`src/hdl/rrps_pkg.sv`:
```
// Shared types, codes and helpers for the round-robin process scheduler.
package rrps_pkg;

  localparam logic [15:0] SLICE_RESET = 16'd200;
  localparam logic [15:0] STACK_INIT  = 16'hFF00;
  localparam logic [15:0] FIRST_SEG   = 16'h2000;

  typedef enum logic [1:0] {
    CMD_TICK      = 2'd0,
    CMD_CREATE    = 2'd1,
    CMD_KILL      = 2'd2,
    CMD_TERMINATE = 2'd3
  } rrps_command_t;

  typedef enum logic [3:0] {
    OP_NONE,
    OP_COUNT,
    OP_FIRST,
    OP_SWITCH,
    OP_KEEP,
    OP_CREATE,
    OP_FULL,
    OP_KILL,
    OP_TERMINATE
  } rrps_op_t;

  typedef enum logic {
    ST_IDLE,
    ST_EXEC
  } rrps_state_t;

  typedef struct packed {
    logic     load;
    rrps_op_t op;
  } rrps_cmd_t;

  typedef struct packed {
    rrps_command_t command;
    logic          expired;
    logic          first_done;
    logic          next_found;
    logic          free_found;
  } rrps_status_t;

  // Segment of a slot: (slot + 2) * 0x1000, kept to 16 bits.
  function automatic logic [15:0] seg_of(input logic [4:0] slot);
    logic [3:0] page;
    page = slot[3:0] + 4'd2;
    return {page, 12'h000};
  endfunction

endpackage

```
`src/hdl/rrps_ctrl.sv`:
```
// Controller: beat handshakes and per-command operation selection.
module rrps_ctrl (
  input  logic                  clk,
  input  logic                  rst,
  input  logic                  s_tvalid,
  output logic                  s_tready,
  output logic                  m_tvalid,
  input  logic                  m_tready,
  input  rrps_pkg::rrps_status_t status,
  output rrps_pkg::rrps_cmd_t   cmd
);
  import rrps_pkg::*;

  rrps_state_t state;
  rrps_state_t state_next;
  logic        out_valid;
  logic        out_valid_next;
  logic        out_free;

  assign s_tready = (state == ST_IDLE);
  assign m_tvalid = out_valid;
  assign out_free = !out_valid || m_tready;

  always_ff @(posedge clk) begin
    if (rst) begin
      state     <= ST_IDLE;
      out_valid <= 1'b0;
    end else begin
      state     <= state_next;
      out_valid <= out_valid_next;
    end
  end

  always_comb begin
    state_next = state;
    cmd.load   = 1'b0;
    cmd.op     = OP_NONE;
    unique case (state)
      ST_IDLE: begin
        if (s_tvalid) begin
          cmd.load   = 1'b1;
          state_next = ST_EXEC;
        end
      end
      ST_EXEC: begin
        if (out_free) begin
          state_next = ST_IDLE;
          unique case (status.command)
            CMD_TICK: begin
              if (!status.expired) begin
                cmd.op = OP_COUNT;
              end else if (!status.first_done) begin
                cmd.op = OP_FIRST;
              end else if (status.next_found) begin
                cmd.op = OP_SWITCH;
              end else begin
                cmd.op = OP_KEEP;
              end
            end
            CMD_CREATE: begin
              cmd.op = status.free_found ? OP_CREATE : OP_FULL;
            end
            CMD_KILL:      cmd.op = OP_KILL;
            CMD_TERMINATE: cmd.op = OP_TERMINATE;
            default:       cmd.op = OP_NONE;
          endcase
        end
      end
      default: state_next = ST_IDLE;
    endcase
  end

  always_comb begin
    if (cmd.op != OP_NONE) begin
      out_valid_next = 1'b1;
    end else if (m_tready) begin
      out_valid_next = 1'b0;
    end else begin
      out_valid_next = out_valid;
    end
  end

  a_op_only_in_exec: assert property (@(posedge clk) disable iff (rst)
    (cmd.op != OP_NONE) |-> (state == ST_EXEC))
    else $error("operation issued outside execute state");

  a_op_needs_space: assert property (@(posedge clk) disable iff (rst)
    (cmd.op != OP_NONE) |-> (!out_valid || m_tready))
    else $error("result written over a beat not yet taken");

  a_op_gives_beat: assert property (@(posedge clk) disable iff (rst)
    (cmd.op != OP_NONE) |=> out_valid)
    else $error("result register loaded without raising valid");

  a_accept_goes_exec: assert property (@(posedge clk) disable iff (rst)
    (s_tvalid && s_tready) |=> (state == ST_EXEC))
    else $error("accepted beat not taken to execute state");

endmodule

```
`src/hdl/rrps_datapath.sv`:
```
// Datapath: slot table, tick counter, round-robin pick and result register.
module rrps_datapath #(
  parameter int SLOT_COUNT = 8
) (
  input  logic                   clk,
  input  logic                   rst,
  input  rrps_pkg::rrps_cmd_t    cmd,
  output rrps_pkg::rrps_status_t status,
  input  logic                   cfg_we,
  input  logic [15:0]            cfg_data,
  input  logic [1:0]             in_command,
  input  logic [15:0]            in_run_segment,
  input  logic [15:0]            in_run_stack,
  input  logic [2:0]             in_target_slot,
  output logic [15:0]            resume_segment,
  output logic [15:0]            resume_stack,
  output logic                   switched,
  output logic [2:0]             chosen_slot,
  output logic                   table_full
);
  import rrps_pkg::*;

  localparam int SLOT_W = $clog2(SLOT_COUNT);

  logic [1:0]            command;
  logic [15:0]           run_segment;
  logic [15:0]           run_stack;
  logic [2:0]            target_slot;
  logic [15:0]           time_slice;
  logic [SLOT_COUNT-1:0] active;
  logic [15:0]           saved_stack [SLOT_COUNT];
  logic [SLOT_W-1:0]     running_slot;
  logic [15:0]           tick_count;
  logic                  first_done;

  logic [SLOT_COUNT-1:0] above;
  logic [SLOT_COUNT-1:0] below;
  logic [SLOT_COUNT-1:0] cand;
  logic [SLOT_COUNT-1:0] cand_first;
  logic [SLOT_COUNT-1:0] free_vec;
  logic [SLOT_COUNT-1:0] free_first;
  logic [SLOT_W-1:0]     next_slot;
  logic [SLOT_W-1:0]     free_slot;
  logic [SLOT_W-1:0]     kill_slot;
  logic                  kill_ok;

  always_comb begin
    for (int i = 0; i < SLOT_COUNT; i++) begin
      above[i] = active[i] && (SLOT_W'(i) > running_slot);
      below[i] = active[i] && (SLOT_W'(i) < running_slot);
    end
    cand       = (|above) ? above : below;
    cand_first = cand & (~cand + SLOT_COUNT'(1));
    free_vec   = ~active;
    free_first = free_vec & (~free_vec + SLOT_COUNT'(1));
    next_slot  = '0;
    free_slot  = '0;
    for (int i = 0; i < SLOT_COUNT; i++) begin
      next_slot = next_slot | (cand_first[i] ? SLOT_W'(i) : '0);
      free_slot = free_slot | (free_first[i] ? SLOT_W'(i) : '0);
    end
  end

  assign kill_slot = SLOT_W'(target_slot);
  assign kill_ok   = (5'(target_slot) < 5'(SLOT_COUNT));

  assign status.command    = rrps_command_t'(command);
  assign status.expired    = (tick_count == time_slice);
  assign status.first_done = first_done;
  assign status.next_found = |cand;
  assign status.free_found = |free_vec;

  always_ff @(posedge clk) begin
    if (cmd.load) begin
      command     <= in_command;
      run_segment <= in_run_segment;
      run_stack   <= in_run_stack;
      target_slot <= in_target_slot;
    end
  end

  always_ff @(posedge clk) begin
    if (rst) begin
      time_slice <= SLICE_RESET;
    end else if (cfg_we) begin
      time_slice <= cfg_data;
    end
  end

  always_ff @(posedge clk) begin
    if (rst) begin
      active       <= '0;
      running_slot <= '0;
      tick_count   <= '0;
      first_done   <= 1'b0;
      for (int i = 0; i < SLOT_COUNT; i++) begin
        saved_stack[i] <= STACK_INIT;
      end
    end else begin
      unique case (cmd.op)
        OP_NONE: begin
        end
        OP_COUNT: tick_count <= tick_count + 16'd1;
        OP_FIRST: begin
          saved_stack[running_slot] <= run_stack;
          tick_count                <= 16'd1;
          first_done                <= 1'b1;
          running_slot              <= '0;
        end
        OP_SWITCH: begin
          saved_stack[running_slot] <= run_stack;
          tick_count                <= '0;
          running_slot              <= next_slot;
        end
        OP_KEEP: begin
          saved_stack[running_slot] <= run_stack;
          tick_count                <= '0;
        end
        OP_CREATE: begin
          active[free_slot]      <= 1'b1;
          saved_stack[free_slot] <= STACK_INIT;
          tick_count             <= time_slice;
        end
        OP_FULL: begin
        end
        OP_KILL: begin
          if (kill_ok) begin
            active[kill_slot]      <= 1'b0;
            saved_stack[kill_slot] <= STACK_INIT;
          end
        end
        OP_TERMINATE: begin
          active[running_slot]      <= 1'b0;
          saved_stack[running_slot] <= STACK_INIT;
        end
        default: begin
        end
      endcase
    end
  end

  always_ff @(posedge clk) begin
    if (cmd.op != OP_NONE) begin
      resume_segment <= '0;
      resume_stack   <= '0;
      switched       <= 1'b0;
      chosen_slot    <= '0;
      table_full     <= 1'b0;
      unique case (cmd.op)
        OP_COUNT, OP_KEEP: begin
          resume_segment <= run_segment;
          resume_stack   <= run_stack;
          chosen_slot    <= 3'(running_slot);
        end
        OP_FIRST: begin
          resume_segment <= FIRST_SEG;
          resume_stack   <= STACK_INIT;
          switched       <= 1'b1;
        end
        OP_SWITCH: begin
          resume_segment <= seg_of(5'(next_slot));
          resume_stack   <= saved_stack[next_slot];
          switched       <= 1'b1;
          chosen_slot    <= 3'(next_slot);
        end
        OP_CREATE: begin
          resume_segment <= seg_of(5'(free_slot));
          resume_stack   <= STACK_INIT;
          chosen_slot    <= 3'(free_slot);
        end
        OP_FULL: table_full <= 1'b1;
        default: begin
        end
      endcase
    end
  end

endmodule

```
`src/hdl/round_robin_process_scheduler_top.sv`:
```
// Top level of the round-robin time-slice process scheduler.
//
// Input beats on s_* carry a command in s_tuser (tick, create, kill,
// terminate) and the interrupted program's segment, stack pointer and a kill
// target in s_tdata. Every input beat yields exactly one result beat on m_*:
// the segment and stack to resume and the chosen slot in m_tdata, with the
// switched and table-full flags in m_tuser.
// The time slice must be written on the cfg_* channel only while the block is
// idle; the block itself does not enforce this. The channel is always ready.
// An input beat is registered in the idle state and executed in the execute
// state; no new input beat is taken until it has executed. The round-robin pick
// over the slot table is done combinationally in the execute state.
// While a result waits on m_tready, the next input beat is still taken; its
// execution holds until the result register is free.
// Reset clears every slot, sets all saved stacks to 0xFF00, zeroes the
// running slot and tick count, and sets the time slice to 200.
module round_robin_process_scheduler_top #(
  parameter int SLOT_COUNT = 8
) (
  input  logic        clk,
  input  logic        rst,
  input  logic        s_tvalid,
  output logic        s_tready,
  input  logic [39:0] s_tdata,   // run_segment, run_stack, target_slot, zero pad
  input  logic [1:0]  s_tuser,   // command
  output logic        m_tvalid,
  input  logic        m_tready,
  output logic [39:0] m_tdata,   // resume_segment, resume_stack, chosen_slot, zero pad
  output logic [1:0]  m_tuser,   // switched, table_full
  input  logic        cfg_valid,
  output logic        cfg_ready,
  input  logic [15:0] cfg_data
);
  import rrps_pkg::*;

  rrps_cmd_t    cmd;
  rrps_status_t status;
  logic [15:0]  resume_segment;
  logic [15:0]  resume_stack;
  logic         switched;
  logic [2:0]   chosen_slot;
  logic         table_full;

  assign cfg_ready = 1'b1;

  rrps_ctrl u_ctrl (
    .clk      (clk),
    .rst      (rst),
    .s_tvalid (s_tvalid),
    .s_tready (s_tready),
    .m_tvalid (m_tvalid),
    .m_tready (m_tready),
    .status   (status),
    .cmd      (cmd)
  );

  rrps_datapath #(
    .SLOT_COUNT (SLOT_COUNT)
  ) u_datapath (
    .clk            (clk),
    .rst            (rst),
    .cmd            (cmd),
    .status         (status),
    .cfg_we         (cfg_valid && cfg_ready),
    .cfg_data       (cfg_data),
    .in_command     (s_tuser),
    .in_run_segment (s_tdata[15:0]),
    .in_run_stack   (s_tdata[31:16]),
    .in_target_slot (s_tdata[34:32]),
    .resume_segment (resume_segment),
    .resume_stack   (resume_stack),
    .switched       (switched),
    .chosen_slot    (chosen_slot),
    .table_full     (table_full)
  );

  assign m_tdata = {5'd0, chosen_slot, resume_stack, resume_segment};
  assign m_tuser = {table_full, switched};

endmodule
```
`config.mk`:
```
export PLATFORM = sky130hd
export DESIGN_NAME = round_robin_process_scheduler_top
export DESIGN_NICKNAME = d
export VERILOG_FILES = /design/src/hdl/rrps_pkg.sv /design/src/hdl/rrps_ctrl.sv /design/src/hdl/rrps_datapath.sv /design/src/hdl/round_robin_process_scheduler_top.sv
export SDC_FILE = /design/constraint.sdc
export NUM_CORES = 1
export LEC_CHECK = 0
export BUFFER_PORTS_ARGS = -buffer_cell sky130_fd_sc_hd__buf_4
export CAP_MARGIN = 5
export CORE_MARGIN = 2
export CORE_UTILIZATION = 65
export CTS_CLUSTER_DIAMETER = 40
export DETAILED_ROUTE_END_ITERATION = 10
export PLACE_DENSITY = 0.86
export SYNTH_ARGS = -nofsm -noshare
export SYNTH_HDL_FRONTEND = slang
export SYNTH_SLANG_ARGS = --single-unit
```
`constraint.sdc`:
```
create_clock -name clk -period 10.02 [get_ports clk]
set_input_delay 1.002 -clock clk [delete_from_list [all_inputs] [get_ports clk]]
set_output_delay 1.002 -clock clk [all_outputs]
set_load 0.02 [all_outputs]
```
==> reports/metrics.cfg <==
[outcome]
status=finished, final reports clean

[routing]
drc=0
antenna_left=0
drt_iter0_drc=1135
routedWlPerCell_um=21.1
routed_wirelength_um=28700
drt-pass1-iter-count=5
viasPerCell=6.57
vias=8915

[sta]
setup_tns_ps=0
tightest_slew_ps=1210
period_share_pct=54.8
clock_skew_ps=19.9
setup_viol=0
finalHoldViolCount=0
slew-limit-headroom_pct=19.4
period_minus_slack_ps=5500
rsz0062_at_grt=no
fmax_mhz=182
setup_ws_ps=4520
slew_viol_final=0
holdWs_ps=494

[synth]
synth_seq_cells=248
synth_cell_types=81
synth_area_leaders=edfxtp_1 50%, mux2i_1 9.5%, dfxtp_1 7.6%
synthFlopType=edfxtp_1
synthArstFlopShare_pct=0
syn-instance-count=1029
synth_area_per_cell_sq_um=11.8
ys_warn_count=0
ys_top_cells_by_count=202 x edfxtp_1, 115 x mux2i_1, 96 x nor2_1
yosysMostFrequentCell=edfxtp_1
synth_edf_count=202
syn_area_sq_um=12100
yosys.area.top_type=edfxtp_1
yosysTopAreaCellShare_pct=50.0
seq_area_frac_synth_pct=57.5

[clock_network]
cts_setup_buffers=0
clock_latency_ps=560
cts-root-buf=clkbuf_16
cts.sinks=248
cts_tree=yes
cts.reportedPaths.clkPinSlew_ps=60
post_cts_resized=0
cts_buffers=31
clock_path_buffers=3
cts_max_level=1
postCtsHoldBufs=0

[setup_path]
cp.required_ps=10190
arrival_ps=5670
cp_max_fo=23
r2r_slack_ps=4520
crit_type=reg2reg
end_kind=flip-flop
startpoint_type=flip-flop

[layout]
area_delta_synth_final_pct=14.7
utilization_pct=76.7
diodes=0
layout.nets=1172
fillers=1135
multi_input_area_sq_um=4770
stdcell_count=1357
seqCellArea_sq_um=6990
fin_area_sq_um=13900
drive_gt1_share_pct=18.8

[min_path]
hold_class=reg2reg

[grt]
antenna_found_initial=0
grt_pass1_wl_um=45300
grt_use_total_pct=28.7
overflow=0
grt_max_degree=68
grt_pass1_vias=8704

[floorplan]
ios=108
dieArea_sq_um=19800
row_count=49
initial_utilization_pct=66.9
coreArea_sq_um=18100
dieHeight_um=141
die_x_um=141

[place]
placedCellCount=1299
place.gp.congestion=0.896
detailedPlace.worstSlack_ps=4600
dpl.hpwl_um=17800
io_buffers=96
place_area_sq_um=12900

[pwr]
pwr-share-seq_pct=48.0
switching_share_pct=24.6
cellInternalPower_mw=1.88
p_per_area_nw_per_um2=179
ir_drop_mv=0.148
switchingPower_uw=614
p_leak_nw=4.77
p_total_mw=2.50
clock_power_share_pct=42.9
power_frac_comb_pct=9.1

[run]
drv_cap=0

==> path summary, 6_finish.rpt <==
check / startpoint / to / cells past startpoint
hold / removal: u_datapath.time_slice[5] / u_datapath.tick_count[5] / 2
hold reg to reg: u_datapath.time_slice[5] / u_datapath.tick_count[5] / 2
setup / recovery: u_datapath.running_slot[2] / u_datapath.saved_stack[3][15] / 9
setup reg to reg: u_datapath.running_slot[2] / u_datapath.saved_stack[3][15] / 9
==> flip-flops by register name, indices dropped and copies added (netlist names) <==
signal                     cells
u_datapath.saved_stack       128
u_datapath.resume_segment     16
u_datapath.resume_stack       16
u_datapath.run_segment        16
u_datapath.run_stack          16
u_datapath.tick_count         16
u_datapath.time_slice         16
u_datapath.active              8
u_datapath.chosen_slot         3
u_datapath.kill_slot           3
u_datapath.running_slot        3
u_datapath.command             2
u_ctrl.m_tvalid                1
u_ctrl.state                   1
u_datapath.first_done          1
u_datapath.switched            1
u_datapath.table_full          1
==> cells in the final DEF (no fill, tap or decap), types with 8 or more instances in the layout <==
cell       count
nand3_1       50
o21ai_0       14
nor3_1        39
a221o_1        8
nand2_1       95
a21oi_1       26
clkbuf_16     31
mux2i_1      115
a22o_1        10
a21o_1         8
mux2_2        19
a211oi_1      17
xor2_1        16
dfxtp_1       46
buf_4        107
and2_1        16
a22oi_1        9
inv_1         21
nor4_1         9
edfxtp_1     202
nor2_1        96
==> layer usage <==
layer  vias to the layer above  GRT usage (%)  routed length (um)
met3                        73           4.82                2660
met2                       506           48.8               13900
met5                         -              0                   0
met1                      4318           37.8               11400
met4                         0           9.68                 679
li1                       4018              -                   -
==> worst max-delay path: stages (launching register included) <==
cell and delay (ps):
dfxtp_1 940, nand3_1 310, o221a_2 270, o41ai_2 490, a211oi_2 330, o211a_2 490
nor3_4 470, o22a_1 580, nand4_2 400, nand2_1 810
==> power by group through the flow <==
stage	Combinational (mW)	Clock, mW	Sequential, mW
after global routing	0.242	1.12	1.20
after detailed placement	0.223	0	1.22
after floorplan	0.118	0	1.23
after global placement	0.217	0	1.22
after CTS	0.225	1.07	1.20
final	0.226	1.07	1.20
==> kinds of logic (layout without fill, tap and decap cells) <==
kind of cell	after synthesis	after routing	share of synthesized area [%]
buf+inv	93	188	3.61
compound gates	169	169	10.7
other cells	2	6	0.0619
mux	135	135	11.4
flops	248	248	57.5
xor+xnor	19	19	1.37
fa+ha+maj	6	6	0.618
simple gates	357	357	14.7
==> layout make-up <==
type | instances | area share [%]
flip-flops and latches | 248 | 50.2
repair buffers | 107 | 5.77
well taps | 229 | 2.06
clock buffers | 38 | 5.76
clock inverters | 20 | 1.38
inverters | 23 | 0.620
multi-input cells | 692 | 34.2
Power figures use the tool's default switching activity.
